===== src/rtl/jbt_pkg.sv =====
`default_nettype none

package jbt_pkg;

    // Token types
    localparam logic [3:0] T_EOF      = 4'd0;
    localparam logic [3:0] T_LBRACE   = 4'd1;
    localparam logic [3:0] T_RBRACE   = 4'd2;
    localparam logic [3:0] T_LBRACKET = 4'd3;
    localparam logic [3:0] T_RBRACKET = 4'd4;
    localparam logic [3:0] T_COLON    = 4'd5;
    localparam logic [3:0] T_COMMA    = 4'd6;
    localparam logic [3:0] T_STRING   = 4'd7;
    localparam logic [3:0] T_NUMBER   = 4'd8;
    localparam logic [3:0] T_TRUE     = 4'd9;
    localparam logic [3:0] T_ERROR    = 4'd12;

    // Error codes
    localparam logic [3:0] E_NONE          = 4'd0;
    localparam logic [3:0] E_CTRL_CHAR     = 4'd1;
    localparam logic [3:0] E_TRAIL_BSLASH  = 4'd2;
    localparam logic [3:0] E_UNTERMINATED  = 4'd3;
    localparam logic [3:0] E_BAD_KEYWORD   = 4'd4;
    localparam logic [3:0] E_BAD_CHAR      = 4'd5;
    localparam logic [3:0] E_BAD_NUMBER    = 4'd6;
    localparam logic [3:0] E_LEADING_ZERO  = 4'd7;
    localparam logic [3:0] E_BAD_FRACTION  = 4'd8;
    localparam logic [3:0] E_BAD_EXPONENT  = 4'd9;

    localparam logic [31:0] OUT_MAX    = 32'hFFFF_FFFF;
    localparam logic [7:0]  CTRL_LIMIT = 8'h20;

    // Token queue holds this many items (rows of up to two tokens)
    localparam int Q_DEPTH = 2;
    localparam int Q_AW    = $clog2(Q_DEPTH);

    typedef struct packed {
        logic [3:0]  token_type;
        logic [31:0] start_offset;
        logic [31:0] token_length;
        logic [31:0] start_line;
        logic [31:0] start_column;
        logic [3:0]  error_code;
    } t_token;

    typedef struct packed {
        t_token tok0;
        t_token tok1;
        logic   two;
    } t_row;

    // Keyword tails after the first letter: true, false, null
    function automatic logic [2:0] kw_len(input logic [1:0] id);
        case (id)
            2'd1:    kw_len = 3'd4;
            default: kw_len = 3'd3;
        endcase
    endfunction

    function automatic logic [7:0] kw_char(input logic [1:0] id, input logic [1:0] pos);
        logic [31:0] tail;
        case (id)
            2'd0:    tail = {"rue", 8'h00};
            2'd1:    tail = "alse";
            default: tail = {"ull", 8'h00};
        endcase
        case (pos)
            2'd0:    kw_char = tail[31:24];
            2'd1:    kw_char = tail[23:16];
            2'd2:    kw_char = tail[15:8];
            default: kw_char = tail[7:0];
        endcase
    endfunction

endpackage

`default_nettype wire


===== src/rtl/jbt_scan.sv =====
`default_nettype none

module jbt_scan
    import jbt_pkg::*;
#(
    parameter int COUNT_WIDTH = 32
) (
    input  wire logic       i_clk,
    input  wire logic       i_rst_n,
    input  wire logic       i_fire,
    input  wire logic       i_kind,
    input  wire logic [7:0] i_byte,
    output logic            o_push,
    output t_row            o_row
);

    localparam int CW = COUNT_WIDTH;
    localparam int XW = (CW > 32) ? CW : 32;

    localparam logic [3:0] M_IDLE = 4'd0;
    localparam logic [3:0] M_STR  = 4'd1;
    localparam logic [3:0] M_ESC  = 4'd2;
    localparam logic [3:0] M_KW   = 4'd3;
    localparam logic [3:0] M_NEG  = 4'd4;
    localparam logic [3:0] M_ZERO = 4'd5;
    localparam logic [3:0] M_INT  = 4'd6;
    localparam logic [3:0] M_DOT  = 4'd7;
    localparam logic [3:0] M_FRAC = 4'd8;
    localparam logic [3:0] M_EXP  = 4'd9;
    localparam logic [3:0] M_EXPS = 4'd10;
    localparam logic [3:0] M_EXPD = 4'd11;

    localparam logic [7:0] CH_SP     = 8'h20;
    localparam logic [7:0] CH_TAB    = 8'h09;
    localparam logic [7:0] CH_CR     = 8'h0D;
    localparam logic [7:0] CH_LF     = 8'h0A;
    localparam logic [7:0] CH_LBRACE = 8'h7B;
    localparam logic [7:0] CH_RBRACE = 8'h7D;
    localparam logic [7:0] CH_LBRACK = 8'h5B;
    localparam logic [7:0] CH_RBRACK = 8'h5D;
    localparam logic [7:0] CH_COLON  = 8'h3A;
    localparam logic [7:0] CH_COMMA  = 8'h2C;
    localparam logic [7:0] CH_QUOTE  = 8'h22;
    localparam logic [7:0] CH_BSLASH = 8'h5C;
    localparam logic [7:0] CH_T      = 8'h74;
    localparam logic [7:0] CH_F      = 8'h66;
    localparam logic [7:0] CH_N      = 8'h6E;
    localparam logic [7:0] CH_MINUS  = 8'h2D;
    localparam logic [7:0] CH_PLUS   = 8'h2B;
    localparam logic [7:0] CH_DOT    = 8'h2E;
    localparam logic [7:0] CH_0      = 8'h30;
    localparam logic [7:0] CH_1      = 8'h31;
    localparam logic [7:0] CH_9      = 8'h39;
    localparam logic [7:0] CH_E_LO   = 8'h65;
    localparam logic [7:0] CH_E_UP   = 8'h45;

    localparam logic [CW-1:0] ONE = CW'(1);

    function automatic logic [31:0] clip32(input logic [CW-1:0] v);
        logic [XW-1:0] x;
        x = XW'(v);
        clip32 = (x > XW'(OUT_MAX)) ? OUT_MAX : x[31:0];
    endfunction

    function automatic logic [CW-1:0] sat_inc(input logic [CW-1:0] v);
        sat_inc = (v == '1) ? v : v + ONE;
    endfunction

    logic [3:0]    r_mode,   n_mode;
    logic [1:0]    r_kw_id,  n_kw_id;
    logic [1:0]    r_kw_pos, n_kw_pos;
    logic [CW-1:0] r_tstart, n_tstart;
    logic [CW-1:0] r_tline,  n_tline;
    logic [CW-1:0] r_tcol,   n_tcol;
    logic [CW-1:0] r_pos,    n_pos;
    logic [CW-1:0] r_line,   n_line;
    logic [CW-1:0] r_col,    n_col;

    logic          dig, ex;
    logic [1:0]    kw_id_c;
    logic          kw_match;
    logic          cons, run_idle;
    logic [3:0]    mode_a;
    logic          emit_a, emit_b;
    logic [3:0]    type_a, type_b, err_a, err_b;
    logic [CW-1:0] pos_inc, end_a, len_a, len_b;
    t_token        tok_a, tok_b;

    assign dig      = (i_byte >= CH_0) && (i_byte <= CH_9);
    assign ex       = (i_byte == CH_E_LO) || (i_byte == CH_E_UP);
    assign kw_id_c  = (r_kw_id > 2'd2) ? 2'd2 : r_kw_id;
    assign kw_match = ({1'b0, r_kw_pos} < kw_len(kw_id_c))
                   && (i_byte == kw_char(kw_id_c, r_kw_pos));
    assign pos_inc  = sat_inc(r_pos);

    always_comb begin
        n_mode   = r_mode;
        n_kw_id  = r_kw_id;
        n_kw_pos = r_kw_pos;
        n_tstart = r_tstart;
        n_tline  = r_tline;
        n_tcol   = r_tcol;
        n_pos    = r_pos;
        n_line   = r_line;
        n_col    = r_col;
        cons     = 1'b0;
        run_idle = 1'b0;
        mode_a   = M_IDLE;
        emit_a   = 1'b0;
        emit_b   = 1'b0;
        type_a   = T_ERROR;
        type_b   = T_EOF;
        err_a    = E_NONE;
        err_b    = E_NONE;

        if (i_kind) begin
            // end of input: flush the pending token, then EOF
            emit_a = 1'b1;
            type_a = T_ERROR;
            case (r_mode)
                M_STR:  err_a = E_UNTERMINATED;
                M_ESC:  err_a = E_TRAIL_BSLASH;
                M_KW:   err_a = E_BAD_KEYWORD;
                M_NEG:  err_a = E_BAD_NUMBER;
                M_DOT:  err_a = E_BAD_FRACTION;
                M_EXP, M_EXPS: err_a = E_BAD_EXPONENT;
                M_ZERO, M_INT, M_FRAC, M_EXPD: type_a = T_NUMBER;
                default: emit_a = 1'b0;
            endcase
            emit_b   = 1'b1;
            type_b   = T_EOF;
            n_mode   = M_IDLE;
            n_kw_id  = '0;
            n_kw_pos = '0;
            n_tstart = '0;
            n_tline  = ONE;
            n_tcol   = ONE;
            n_pos    = '0;
            n_line   = ONE;
            n_col    = ONE;
        end else begin
            case (r_mode)
                M_IDLE: ;
                M_STR: begin
                    cons   = 1'b1;
                    mode_a = M_STR;
                    if (i_byte == CH_QUOTE) begin
                        emit_a = 1'b1;
                        type_a = T_STRING;
                        mode_a = M_IDLE;
                    end else if (i_byte < CTRL_LIMIT) begin
                        emit_a = 1'b1;
                        err_a  = E_CTRL_CHAR;
                        mode_a = M_IDLE;
                    end else if (i_byte == CH_BSLASH) begin
                        mode_a = M_ESC;
                    end
                end
                M_ESC: begin
                    cons   = 1'b1;
                    mode_a = M_STR;
                end
                M_KW: begin
                    if (!kw_match) begin
                        emit_a = 1'b1;
                        err_a  = E_BAD_KEYWORD;
                    end else begin
                        cons     = 1'b1;
                        mode_a   = M_KW;
                        n_kw_pos = r_kw_pos + 2'd1;
                        if ({1'b0, r_kw_pos} + 3'd1 >= kw_len(kw_id_c)) begin
                            emit_a = 1'b1;
                            type_a = T_TRUE + {2'b00, kw_id_c};
                            mode_a = M_IDLE;
                        end
                    end
                end
                M_NEG: begin
                    if (!dig) begin
                        emit_a = 1'b1;
                        err_a  = E_BAD_NUMBER;
                    end else begin
                        cons   = 1'b1;
                        mode_a = (i_byte == CH_0) ? M_ZERO : M_INT;
                    end
                end
                M_ZERO, M_INT, M_FRAC: begin
                    if (dig && r_mode == M_ZERO) begin
                        emit_a = 1'b1;
                        err_a  = E_LEADING_ZERO;
                    end else if (dig) begin
                        cons   = 1'b1;
                        mode_a = r_mode;
                    end else if (i_byte == CH_DOT && r_mode != M_FRAC) begin
                        cons   = 1'b1;
                        mode_a = M_DOT;
                    end else if (ex) begin
                        cons   = 1'b1;
                        mode_a = M_EXP;
                    end else begin
                        emit_a = 1'b1;
                        type_a = T_NUMBER;
                    end
                end
                M_DOT: begin
                    if (!dig) begin
                        emit_a = 1'b1;
                        err_a  = E_BAD_FRACTION;
                    end else begin
                        cons   = 1'b1;
                        mode_a = M_FRAC;
                    end
                end
                M_EXP, M_EXPS: begin
                    if (r_mode == M_EXP && (i_byte == CH_PLUS || i_byte == CH_MINUS)) begin
                        cons   = 1'b1;
                        mode_a = M_EXPS;
                    end else if (!dig) begin
                        emit_a = 1'b1;
                        err_a  = E_BAD_EXPONENT;
                    end else begin
                        cons   = 1'b1;
                        mode_a = M_EXPD;
                    end
                end
                M_EXPD: begin
                    if (dig) begin
                        cons   = 1'b1;
                        mode_a = M_EXPD;
                    end else begin
                        emit_a = 1'b1;
                        type_a = T_NUMBER;
                    end
                end
                default: ;
            endcase

            // rescan an unconsumed byte as the start of a new token
            run_idle = !cons;
            n_mode   = mode_a;
            if (run_idle) begin
                n_mode   = M_IDLE;
                n_tstart = r_pos;
                n_tline  = r_line;
                n_tcol   = r_col;
                type_b   = T_ERROR;
                case (i_byte)
                    CH_SP, CH_TAB, CH_CR, CH_LF: begin
                        n_tstart = r_tstart;
                        n_tline  = r_tline;
                        n_tcol   = r_tcol;
                    end
                    CH_LBRACE: begin emit_b = 1'b1; type_b = T_LBRACE;   end
                    CH_RBRACE: begin emit_b = 1'b1; type_b = T_RBRACE;   end
                    CH_LBRACK: begin emit_b = 1'b1; type_b = T_LBRACKET; end
                    CH_RBRACK: begin emit_b = 1'b1; type_b = T_RBRACKET; end
                    CH_COLON:  begin emit_b = 1'b1; type_b = T_COLON;    end
                    CH_COMMA:  begin emit_b = 1'b1; type_b = T_COMMA;    end
                    CH_QUOTE:  n_mode = M_STR;
                    CH_T: begin n_mode = M_KW; n_kw_id = 2'd0; n_kw_pos = 2'd0; end
                    CH_F: begin n_mode = M_KW; n_kw_id = 2'd1; n_kw_pos = 2'd0; end
                    CH_N: begin n_mode = M_KW; n_kw_id = 2'd2; n_kw_pos = 2'd0; end
                    CH_MINUS:  n_mode = M_NEG;
                    CH_0:      n_mode = M_ZERO;
                    default: begin
                        if (i_byte >= CH_1 && i_byte <= CH_9) begin
                            n_mode = M_INT;
                        end else begin
                            emit_b = 1'b1;
                            err_b  = E_BAD_CHAR;
                        end
                    end
                endcase
            end

            // every data byte is consumed exactly once
            n_pos = pos_inc;
            if (i_byte == CH_LF) begin
                n_line = sat_inc(r_line);
                n_col  = ONE;
            end else begin
                n_col  = sat_inc(r_col);
            end
        end
    end

    assign end_a = cons ? pos_inc : r_pos;
    assign len_a = (end_a >= r_tstart) ? end_a - r_tstart : '0;
    assign len_b = i_kind ? '0 : pos_inc - r_pos;

    always_comb begin
        tok_a.token_type   = type_a;
        tok_a.start_offset = clip32(r_tstart);
        tok_a.token_length = clip32(len_a);
        tok_a.start_line   = clip32(r_tline);
        tok_a.start_column = clip32(r_tcol);
        tok_a.error_code   = err_a;

        tok_b.token_type   = type_b;
        tok_b.start_offset = clip32(r_pos);
        tok_b.token_length = clip32(len_b);
        tok_b.start_line   = clip32(r_line);
        tok_b.start_column = clip32(r_col);
        tok_b.error_code   = err_b;

        o_row.tok0 = emit_a ? tok_a : tok_b;
        o_row.tok1 = tok_b;
        o_row.two  = emit_a && emit_b;
    end

    assign o_push = i_fire && (emit_a || emit_b);

    always_ff @(posedge i_clk) begin
        if (!i_rst_n) begin
            r_mode   <= M_IDLE;
            r_kw_id  <= '0;
            r_kw_pos <= '0;
            r_tstart <= '0;
            r_tline  <= ONE;
            r_tcol   <= ONE;
            r_pos    <= '0;
            r_line   <= ONE;
            r_col    <= ONE;
        end else if (i_fire) begin
            r_mode   <= n_mode;
            r_kw_id  <= n_kw_id;
            r_kw_pos <= n_kw_pos;
            r_tstart <= n_tstart;
            r_tline  <= n_tline;
            r_tcol   <= n_tcol;
            r_pos    <= n_pos;
            r_line   <= n_line;
            r_col    <= n_col;
        end
    end

endmodule

`default_nettype wire


===== src/rtl/jbt_tok_queue.sv =====
`default_nettype none

module jbt_tok_queue
    import jbt_pkg::*;
(
    input  wire logic i_clk,
    input  wire logic i_rst_n,
    input  wire logic i_push,
    input  wire t_row i_row,
    input  wire logic i_stall,
    output logic      o_ready,
    output logic      o_valid,
    output t_token    o_token,
    output logic      o_last
);

    t_row            r_rows [Q_DEPTH];
    logic [Q_AW-1:0] r_wr_ptr;
    logic [Q_AW-1:0] r_rd_ptr;
    logic [Q_AW:0]   r_count;
    logic            r_sub;

    t_row head;
    logic pop_tok, pop_row;

    assign head    = r_rows[r_rd_ptr];
    assign o_ready = (r_count < (Q_AW + 1)'(Q_DEPTH));
    assign o_valid = (r_count != '0);
    assign o_token = r_sub ? head.tok1 : head.tok0;
    assign o_last  = r_sub || !head.two;
    assign pop_tok = o_valid && !i_stall;
    assign pop_row = pop_tok && o_last;

    always_ff @(posedge i_clk) begin
        if (i_push) begin
            r_rows[r_wr_ptr] <= i_row;
        end
    end

    always_ff @(posedge i_clk) begin
        if (!i_rst_n) begin
            r_wr_ptr <= '0;
            r_rd_ptr <= '0;
            r_count  <= '0;
            r_sub    <= 1'b0;
        end else begin
            if (i_push) begin
                r_wr_ptr <= r_wr_ptr + 1'b1;
            end
            if (pop_row) begin
                r_rd_ptr <= r_rd_ptr + 1'b1;
            end
            if (i_push && !pop_row) begin
                r_count <= r_count + 1'b1;
            end else if (!i_push && pop_row) begin
                r_count <= r_count - 1'b1;
            end
            // step to the second token of the row, or back to the first
            if (pop_tok) begin
                r_sub <= !o_last;
            end
        end
    end

endmodule

`default_nettype wire


===== src/rtl/json_byte_tokenizer.sv =====
`default_nettype none

// Channel   Direction  Handshake           Payload
// input     in         i_valid / o_stall   i_kind, i_byte_value
// tokens    out        o_valid / i_stall   o_token_type .. o_last_of_item
//
// One item per cycle while o_stall is low: an item is held in the input
// register, is scanned in one pass into the token queue, and its first token
// shows the next cycle. An item that yields two tokens holds the output until
// both are taken; the queue keeps two items, so the input side stalls only
// when the queue is full. Reset is synchronous, active low, and clears the
// scanner, the input register and the token queue.
// i_stall holds the current token; the queue keeps filling behind it.

module json_byte_tokenizer
    import jbt_pkg::*;
#(
    parameter int COUNT_WIDTH = 32
) (
    input  wire logic        i_clk,
    input  wire logic        i_rst_n,
    input  wire logic        i_valid,
    output logic             o_stall,
    input  wire logic        i_kind,
    input  wire logic [7:0]  i_byte_value,
    output logic             o_valid,
    input  wire logic        i_stall,
    output logic [3:0]       o_token_type,
    output logic [31:0]      o_start_offset,
    output logic [31:0]      o_token_length,
    output logic [31:0]      o_start_line,
    output logic [31:0]      o_start_column,
    output logic [3:0]       o_error_code,
    output logic             o_last_of_item
);

    logic       r_in_valid;
    logic       r_kind;
    logic [7:0] r_byte;

    logic   q_ready;
    logic   fire;
    logic   push;
    t_row   row;
    t_token tok;

    assign fire    = r_in_valid && q_ready;
    assign o_stall = r_in_valid && !q_ready;

    always_ff @(posedge i_clk) begin
        if (!i_rst_n) begin
            r_in_valid <= 1'b0;
        end else if (!o_stall) begin
            r_in_valid <= i_valid;
        end
    end

    always_ff @(posedge i_clk) begin
        if (i_valid && !o_stall) begin
            r_kind <= i_kind;
            r_byte <= i_byte_value;
        end
    end

    jbt_scan #(
        .COUNT_WIDTH (COUNT_WIDTH)
    ) u_scan (
        .i_clk   (i_clk),
        .i_rst_n (i_rst_n),
        .i_fire  (fire),
        .i_kind  (r_kind),
        .i_byte  (r_byte),
        .o_push  (push),
        .o_row   (row)
    );

    jbt_tok_queue u_queue (
        .i_clk   (i_clk),
        .i_rst_n (i_rst_n),
        .i_push  (push),
        .i_row   (row),
        .i_stall (i_stall),
        .o_ready (q_ready),
        .o_valid (o_valid),
        .o_token (tok),
        .o_last  (o_last_of_item)
    );

    assign o_token_type   = tok.token_type;
    assign o_start_offset = tok.start_offset;
    assign o_token_length = tok.token_length;
    assign o_start_line   = tok.start_line;
    assign o_start_column = tok.start_column;
    assign o_error_code   = tok.error_code;

    a_eof_last: assert property (@(posedge i_clk) disable iff (!i_rst_n)
        (o_valid && o_token_type == T_EOF) |-> (o_last_of_item && o_token_length == '0))
        else $error("EOF token not last of its item or nonzero length");

    a_err_code: assert property (@(posedge i_clk) disable iff (!i_rst_n)
        (o_valid && o_token_type != T_ERROR) |-> (o_error_code == E_NONE))
        else $error("error code on a non-error token");

    a_no_push_full: assert property (@(posedge i_clk) disable iff (!i_rst_n)
        push |-> q_ready)
        else $error("token pushed into a full queue");

endmodule

`default_nettype wire

===== config.mk =====
export PLATFORM = sky130hd
export DESIGN_NAME = json_byte_tokenizer
export DESIGN_NICKNAME = d
export VERILOG_FILES = /design/src/rtl/jbt_pkg.sv /design/src/rtl/jbt_scan.sv /design/src/rtl/jbt_tok_queue.sv /design/src/rtl/json_byte_tokenizer.sv
export SDC_FILE = /design/constraint.sdc
export NUM_CORES = 1
export LEC_CHECK = 0
export BUFFER_PORTS_ARGS = -buffer_cell sky130_fd_sc_hd__buf_2
export CORE_UTILIZATION = 40
export CTS_CLUSTER_SIZE = 10
export DETAILED_ROUTE_END_ITERATION = 7
export PLACE_DENSITY = 0.59
export REMOVE_ABC_BUFFERS = 1
export SYNTH_ARGS = -nofsm -noshare
export SYNTH_HDL_FRONTEND = slang
export SYNTH_SLANG_ARGS = --single-unit

===== constraint.sdc =====
create_clock -name i_clk -period 27.4 [get_ports i_clk]
set_clock_uncertainty 0.05 [all_clocks]
set_input_delay 4.11 -clock i_clk [delete_from_list [all_inputs] [get_ports i_clk]]
set_output_delay 4.11 -clock i_clk [all_outputs]
set_load 0.005 [all_outputs]

==> impl_metrics.ini, run 1 <==
[global_routing]
busiest_layer = met2
grt_pass1_vias = 22900
grt_max_degree = 145
met2_usage = 0.316
grt_pass1_wl_mm = 137
use_met1 = 0.273
antenna_found_initial = 0
grt.overflow.total = 0
gr-usage-met3 = 0.0263
grt_util_all_layers = 0.195

[critical_path]
worstRegToRegCells = 20
rr_endpoint = u_queue.r_rows[0][230]$_DFFE_PP_
reg2reg_slack_ps = 20560
cp_data_arrival_time_ps = 3780
path_max_fanout = 34
criticalPathCategory = flip-flop to output port
rr_startpoint = u_scan.r_kw_pos[0]$_SDFFE_PN0P_
cp.required_ps = 23240
startpoint_type = flip-flop
setup.worst_path.end = o_token_length[29]
crit_path_end_kind = output port

[power]
p_int_mw = 2.10
p_sw_uw = 727
peakVddDrop_uv = 39.6
pwr_density_cell_mw_per_mm2 = 70.4
swShare = 0.257
pwr-share-clk = 0.389
sequentialPowerShare = 0.470
p_leak_nw = 13.8
power_frac_comb = 0.141

[placed_design]
hpwl_mm = 56.8
post-place-ws_ps = 19940
io_buffers = 151
gp_congestion = 0.843

[clocking]
worst_skew_pair.late_latency_ps = 650
ctsHtreeMaxLevel = 3
postCtsSetupBuffers = 0
numCtsBuffers = 88
path_clk_slew_ps = 60
cts_tree = yes
clockBufferDepth = 3
cts_sinks = 756
cts_hold_buffers = 0
cts_root_buf = clkbuf_16
cts-resized-gates = 0

[floorplan]
core_mm2 = 0.0886
rows = 109
initial_utilization = 0.405
boundaryPins = 152
die_area_mm2 = 0.0909
die_h_um = 301
die_x_um = 301

[synth]
async_reset_ff_frac = 0
synth-compound-area-share = 0.0891
yosys.area.top_type = edfxtp_1
synthTopCellsByCount = edfxtp_1 (549), nand2_1 (445), o21ai_0 (212), dfxtp_1 (207), nor2_1 (194)
synth_simple_gate_area_frac = 0.143
synthCells = 3023
synth_top_area_frac = 0.460
synth_edf_count = 549
netlist_area_mm2 = 0.0359
yosysMostFrequentCell = edfxtp_1
ys.warnings.count = 0
syn_avg_cell_area_um2 = 11.9
yosys_most_used_dff = edfxtp_1
ys_seq_area_frac = 0.575
synthXorXnorAreaFrac = 0.0425
synth-adder-area-share = 0.0280
synthMuxAreaShare = 0.0875
synth.distinct_cells = 104
synth-seq-cells = 756
synth_top_family_by_area = simple AND/OR/NAND/NOR gates
synth_area_leaders = edfxtp_1 (46%), dfxtp_1 (12%), mux4_2 (8.4%), nand2_1 (4.7%), o21ai_0 (3.0%)

[timing]
period_share = 0.290
finalSetupViolations = 0
fin_setup_tns_ps = 0
worst_pin_slew_ps = 1150
max_slew_margin = 0.231
layout_setup_ws_ps = 19460
rsz0062_at_grt = no
hold_slack_ps = 405
hold_viol_final = 0
fmax_mhz = 126
finalCriticalPeriod_ps = 7940
drv_slew = 0

[detailed_routing]
vias = 23700
viasPerCell = 5.45
drt_iter0_drc = 1613
ant_nets = 0
wire_per_inst_um = 20.5
dr.pass1.iters = 7
drt_wl_total_mm = 89.0
drc_errors = 12

[status]
status = finished with violations
violations = design-rule violations

[job]
max-cap-violations = 0

[finish]
drive_above_1_share = 0.150
layout.nets = 3194
multi_input_area_mm2 = 0.0140
syn_to_final_growth_pct = 12.1
diodes = 0
fillers = 8207
seq_area_mm2 = 0.0206

[worst_hold_path]
min_path_type = flip-flop to flip-flop
-- state kept, by name, summed over array words and instances (netlist names), 4 cells and up, named ones only --
name / count
u_scan.r_pos: 32
r_byte: 8
u_scan.r_tcol: 32
u_scan.r_line: 32
u_scan.r_tline: 32
u_scan.r_col: 32
u_queue.r_rows: 540
u_scan.r_mode: 4
u_scan.r_tstart: 32
-- worst min path at each step --
| stage | startpoint | endpoint | cells after the start |
|---|---|---|---|
| floorplan | u_scan.r_tstart[10]$_SDFFE_PN0P_ | u_scan.r_tstart[10]$_SDFFE_PN0P_ | 2 |
| global placement | u_scan.r_tstart[9]$_SDFFE_PN0P_ | u_scan.r_tstart[9]$_SDFFE_PN0P_ | 2 |
| detailed placement | u_scan.r_tstart[26]$_SDFFE_PN0P_ | u_scan.r_tstart[26]$_SDFFE_PN0P_ | 2 |
| CTS | u_scan.r_tline[3]$_SDFFE_PN0P_ | u_scan.r_tline[3]$_SDFFE_PN0P_ | 2 |
| global route | u_scan.r_tcol[25]$_SDFFE_PN0P_ | u_scan.r_tcol[25]$_SDFFE_PN0P_ | 2 |
| finish | u_scan.r_tline[3]$_SDFFE_PN0P_ | u_scan.r_tline[3]$_SDFFE_PN0P_ | 2 |
-- power by group through the flow --
stage                     Clock, mW  Combinational, mW  Sequential (mW)
after global routing           1.18              0.435             1.34
after global placement            0              0.408             1.35
after floorplan                   0              0.242             1.39
final                          1.10              0.399             1.33
after detailed placement          0              0.411             1.35
after CTS                      1.13              0.411             1.33
-- per-layer routing --
metal | vias up | part of all wire
met2 | 554 | 0.47
met3 | 119 | 0.046
li1 | 11400 | -
met5 | - | 0
met4 | 0 | 0.020
met1 | 11600 | 0.46
-- stage by stage --
| stage | power [mW] | utilization | area (um2) | cells |
|---|---|---|---|---|
| after floorplan | 1.63 | - | 35000 | 2831 |
| after global placement | 1.76 | 0.423 | 37500 | 4177 |
| after detailed placement | 1.77 | 0.423 | 37500 | 4177 |
| after CTS | 2.88 | 0.454 | 40200 | 4341 |
| after global routing | 2.95 | 0.454 | 40200 | 4341 |
| final | 2.83 | 0.454 | 40200 | 4341 |
-- cell families after synthesis --
family,Yosys count
muxes,145
DFF,756
and+or+nand+nor,1064
xor gates and xnor gates,174
adders and majority gates,79
buffers and inverters,295
AOI/OAI and AO/OA,510
-- worst max-delay path, stage by stage (launching register included) --
cell     delay, ps
dfxtp_4        750
buf_4          730
buf_4          740
mux4_2         670
buf_2          160
-- layout make-up --
type | instances | area share
Inverter | 103 | 0.00968
Timing Repair Buffer | 181 | 0.0249
Sequential cell | 756 | 0.513
Clock inverter | 9 | 0.00414
Multi-Input combinational cell | 1972 | 0.349
Tap cell | 1165 | 0.0363
Clock buffer | 155 | 0.0630
-- layout by cell type (no fill, tap or decap), types with 13 or more instances in the layout --
| cell | netlist | final |
|---|---|---|
| and4_1 | 13 | 13 |
| nor2_1 | 194 | 194 |
| nand4_1 | 135 | 135 |
| dfxtp_1 | 207 | 205 |
| o21ai_0 | 212 | 210 |
| nor3_1 | 41 | 41 |
| nand2b_1 | 23 | 22 |
| a31oi_1 | 15 | 15 |
| nand2_1 | 445 | 445 |
| edfxtp_1 | 549 | 549 |
| o2bb2ai_1 | 15 | 15 |
| buf_4 | 2 | 29 |
| xor2_1 | 70 | 70 |
| and2_1 | 15 | 14 |
| clkbuf_16 | 0 | 88 |
| buf_2 | 40 | 150 |
| a21oi_1 | 88 | 88 |
| mux4_2 | 134 | 134 |
| or3_1 | 19 | 19 |
| nor2b_1 | 25 | 23 |
| and3_1 | 19 | 19 |
| o21a_1 | 15 | 15 |
| nand3_1 | 69 | 69 |
| a21boi_0 | 27 | 27 |
| a21o_1 | 22 | 22 |
| clkbuf_1 | 97 | 59 |
| xnor2_1 | 104 | 104 |
| ha_1 | 77 | 77 |
| inv_1 | 101 | 100 |
Note: power is estimated with default switching activity, not from simulation.
==> run 2, diff against run 1 <==
--- a/config.mk
+++ b/config.mk
@@ -5,11 +5,12 @@
 export SDC_FILE = /design/constraint.sdc
 export NUM_CORES = 1
 export LEC_CHECK = 0
+export ABC_AREA = 1
 export BUFFER_PORTS_ARGS = -buffer_cell sky130_fd_sc_hd__buf_2
 export CORE_UTILIZATION = 40
 export CTS_CLUSTER_SIZE = 10
 export DETAILED_ROUTE_END_ITERATION = 7
-export PLACE_DENSITY = 0.59
+export PLACE_DENSITY = 0.61
 export REMOVE_ABC_BUFFERS = 1
 export SYNTH_ARGS = -nofsm -noshare
 export SYNTH_HDL_FRONTEND = slang
==> constraint.sdc (replaced) <==
create_clock -name i_clk -period 6.9 [get_ports i_clk]
set_clock_uncertainty 0.05 [all_clocks]
set_input_delay 1.035 -clock i_clk [delete_from_list [all_inputs] [get_ports i_clk]]
set_output_delay 1.035 -clock i_clk [all_outputs]
set_load 0.005 [all_outputs]
==> run 2 against run 1 <==
Effect of this change:
- the run now ends clean
- critical endpoint is now u_queue.r_rows[0][221]$_DFFE_PP_
- global-route usage rose by 3.0 points
- first-iteration DRC count is 52% higher
- non-clock buffer count is the same
- combinational power increased to 9.1 times the previous value
==> impl_metrics.ini, run 2 <==
[status]
status = finished, final reports clean

[global_routing]
grt.overflow.total = 0
grt_pass1_vias = 28200
grt_util_all_layers = 0.225
grt_pass1_wl_mm = 166
grt_max_degree = 164
antenna_found_initial = 4

[power]
p_leak_nw = 15.9
pwr-share-clk = 0.318
sequentialPowerShare = 0.412
total_power_mw = 13.5
swShare = 0.341
p_sw_mw = 4.62
power_frac_comb = 0.269
pwr_density_cell_mw_per_mm2 = 325
p_int_mw = 8.92
peakVddDrop_uv = 195

[placed_design]
io_buffers = 151
hpwl_mm = 71.3
dp_cells = 5462
post-place-ws_ps = 1470
gp_congestion = 1.01

[clocking]
path_clk_slew_ps = 60
ctsHtreeMaxLevel = 3
cts_hold_buffers = 0
worst_skew_pair.late_latency_ps = 670
clockBufferDepth = 3
cts-resized-gates = 0
cts_tree = yes
cts_sinks = 756
cts_root_buf = clkbuf_16
postCtsSetupBuffers = 0
numCtsBuffers = 88

[floorplan]
die_area_mm2 = 0.0944
core_mm2 = 0.0919
boundaryPins = 152
die_h_um = 307
rows = 111
initial_utilization = 0.405
die_x_um = 307

[timing]
layout_setup_ws_ps = 1400
worst_pin_slew_ps = 1020
finalCriticalPeriod_ps = 5500
fmax_mhz = 182
period_share = 0.797
max_slew_margin = 0.320
drv_slew = 0
rsz0062_at_grt = no
hold_slack_ps = 408
hold_viol_final = 0
finalSetupViolations = 0

[synth]
yosys.area.top_type = edfxtp_1
syn_avg_cell_area_um2 = 8.78
async_reset_ff_frac = 0
synth.distinct_cells = 56
synth_edf_count = 549
yosys_most_used_dff = edfxtp_1
synthCells = 4245
ys.warnings.count = 0
synthTopCellsByCount = nand2_1 (788), nor2_1 (658), edfxtp_1 (549), o21ai_0 (533), inv_1 (332)
synth_area_leaders = edfxtp_1 (44%), dfxtp_1 (11%), nand2_1 (7.9%), o21ai_0 (7.2%), nor2_1 (6.6%)
netlist_area_mm2 = 0.0373
yosysMostFrequentCell = nand2_1
synth-seq-cells = 756
ys_seq_area_frac = 0.553
synth_top_area_frac = 0.442

[detailed_routing]
viasPerCell = 5.35
drt_wl_total_mm = 108
dr.pass1.iters = 6
wire_per_inst_um = 19.1
drc_errors = 0
ant_nets = 0
vias = 30100
drt_iter0_drc = 2448

[critical_path]
rr_endpoint = u_queue.r_rows[0][221]$_DFFE_PP_
startpoint_type = flip-flop
worstRegToRegCells = 19
crit_path_end_kind = flip-flop
rr_startpoint = u_scan.r_pos[1]$_SDFFE_PN0P_
reg2reg_slack_ps = 1400
cp_data_arrival_time_ps = 5780
cp.required_ps = 7180
criticalPathCategory = flip-flop to flip-flop
path_max_fanout = 25

[finish]
utilization = 0.453
fin_cells = 5625
drive_above_1_share = 0.0774
diodes = 0
layout.nets = 4401
final_common_cell = nand2_1
final_cell_mix = nand2_1 (788), nor2_1 (656), edfxtp_1 (549)
syn_to_final_growth_pct = 11.8
regMostFlops = u_queue.r_rows
largest_register_ff_count = 540

[worst_hold_path]
min_path_type = flip-flop to flip-flop
hp-start = u_scan.r_tcol[0]$_SDFFE_PN1P_
min_delay_worst_endpoint = u_scan.r_tcol[0]$_SDFFE_PN1P_
min_path_cells = 2

[job]
max-cap-violations = 0
-- run 2: logic make-up (layout without fill, tap and decap cells) --
family,count (synthesis),count (layout),synth area share
AO/OA/AOI/OAI,1022,1022,0.147
XOR/XNOR,77,77,0.0185
flip-flops,756,756,0.553
AND/OR/NAND/NOR,1758,1758,0.195
buffers and inverters,553,690,0.0602
adder cells (fa/ha/maj),79,79,0.0269
-- run 2: area by class of cell --
cell class,instances,area [um2]
Sequential cell,756,20600
Tap cell,1243,1560
Timing Repair Buffer,181,1060
Inverter,346,1330
Multi-Input combinational cell,2936,14400
Fill cell,8999,50300
Clock inverter,11,218
Clock buffer,152,2460
-- run 2: how the worst max path moves through the flow --
stage	startpoint	to	slack, ps	cells after the start
CTS	u_scan.r_pos[27]$_SDFFE_PN0P_	u_queue.r_rows[0][221]$_DFFE_PP_	1390	18
finish	u_scan.r_pos[1]$_SDFFE_PN0P_	u_queue.r_rows[0][221]$_DFFE_PP_	1400	19
floorplan	r_kind$_DFFE_PP_	u_queue.r_rows[0][0]$_DFFE_PP_	-10800	6
global placement	u_scan.r_kw_pos[0]$_SDFFE_PN0P_	u_queue.r_rows[0][226]$_DFFE_PP_	1640	24
detailed placement	u_scan.r_pos[27]$_SDFFE_PN0P_	u_queue.r_rows[0][226]$_DFFE_PP_	1470	18
global route	u_scan.r_pos[1]$_SDFFE_PN0P_	u_queue.r_rows[0][221]$_DFFE_PP_	740	19
-- run 2: per-layer routing --
layer | GRT usage | vias up | wire length [um]
li1 | - | 14700 | -
met1 | 0.321 | 14400 | 50200
met2 | 0.361 | 819 | 49600
met3 | 0.0310 | 141 | 5840
met4 | 0.0536 | 4 | 1920
met5 | 0 | - | 22
-- run 2: metrics by stage --
stage	setup TNS, ps	cell area (um2)
global route	0	41700
detailed placement	0	39000
finish	0	41700
global placement	0	39000
CTS	0	41700
floorplan	-4782220	36300
-- run 2: critical path, cell delays in order, from the launching register on --
cell	delay, ps
dfxtp_1	500
ha_1	310
nand3_2	120
nor2_2	220
nand3_1	130
nor3_1	230
inv_1	320
o21ai_0	460
o21ai_0	260
fa_1	500
a21oi_1	170
o21bai_1	140
a21oi_1	390
o21ai_1	230
nand2_1	100
nand3_1	90
inv_2	80
nor2_4	70
inv_2	490
o21ai_0	250
-- run 2: power groups by stage --
stage               Clock [mW]  Sequential [mW]  Combinational [mW]
floorplan                    0             5.82                2.03
global placement             0             5.67                3.67
detailed placement           0             5.67                3.69
CTS                       4.40             5.58                3.71
global route              4.58             5.62                4.07
finish                    4.31             5.58                3.65
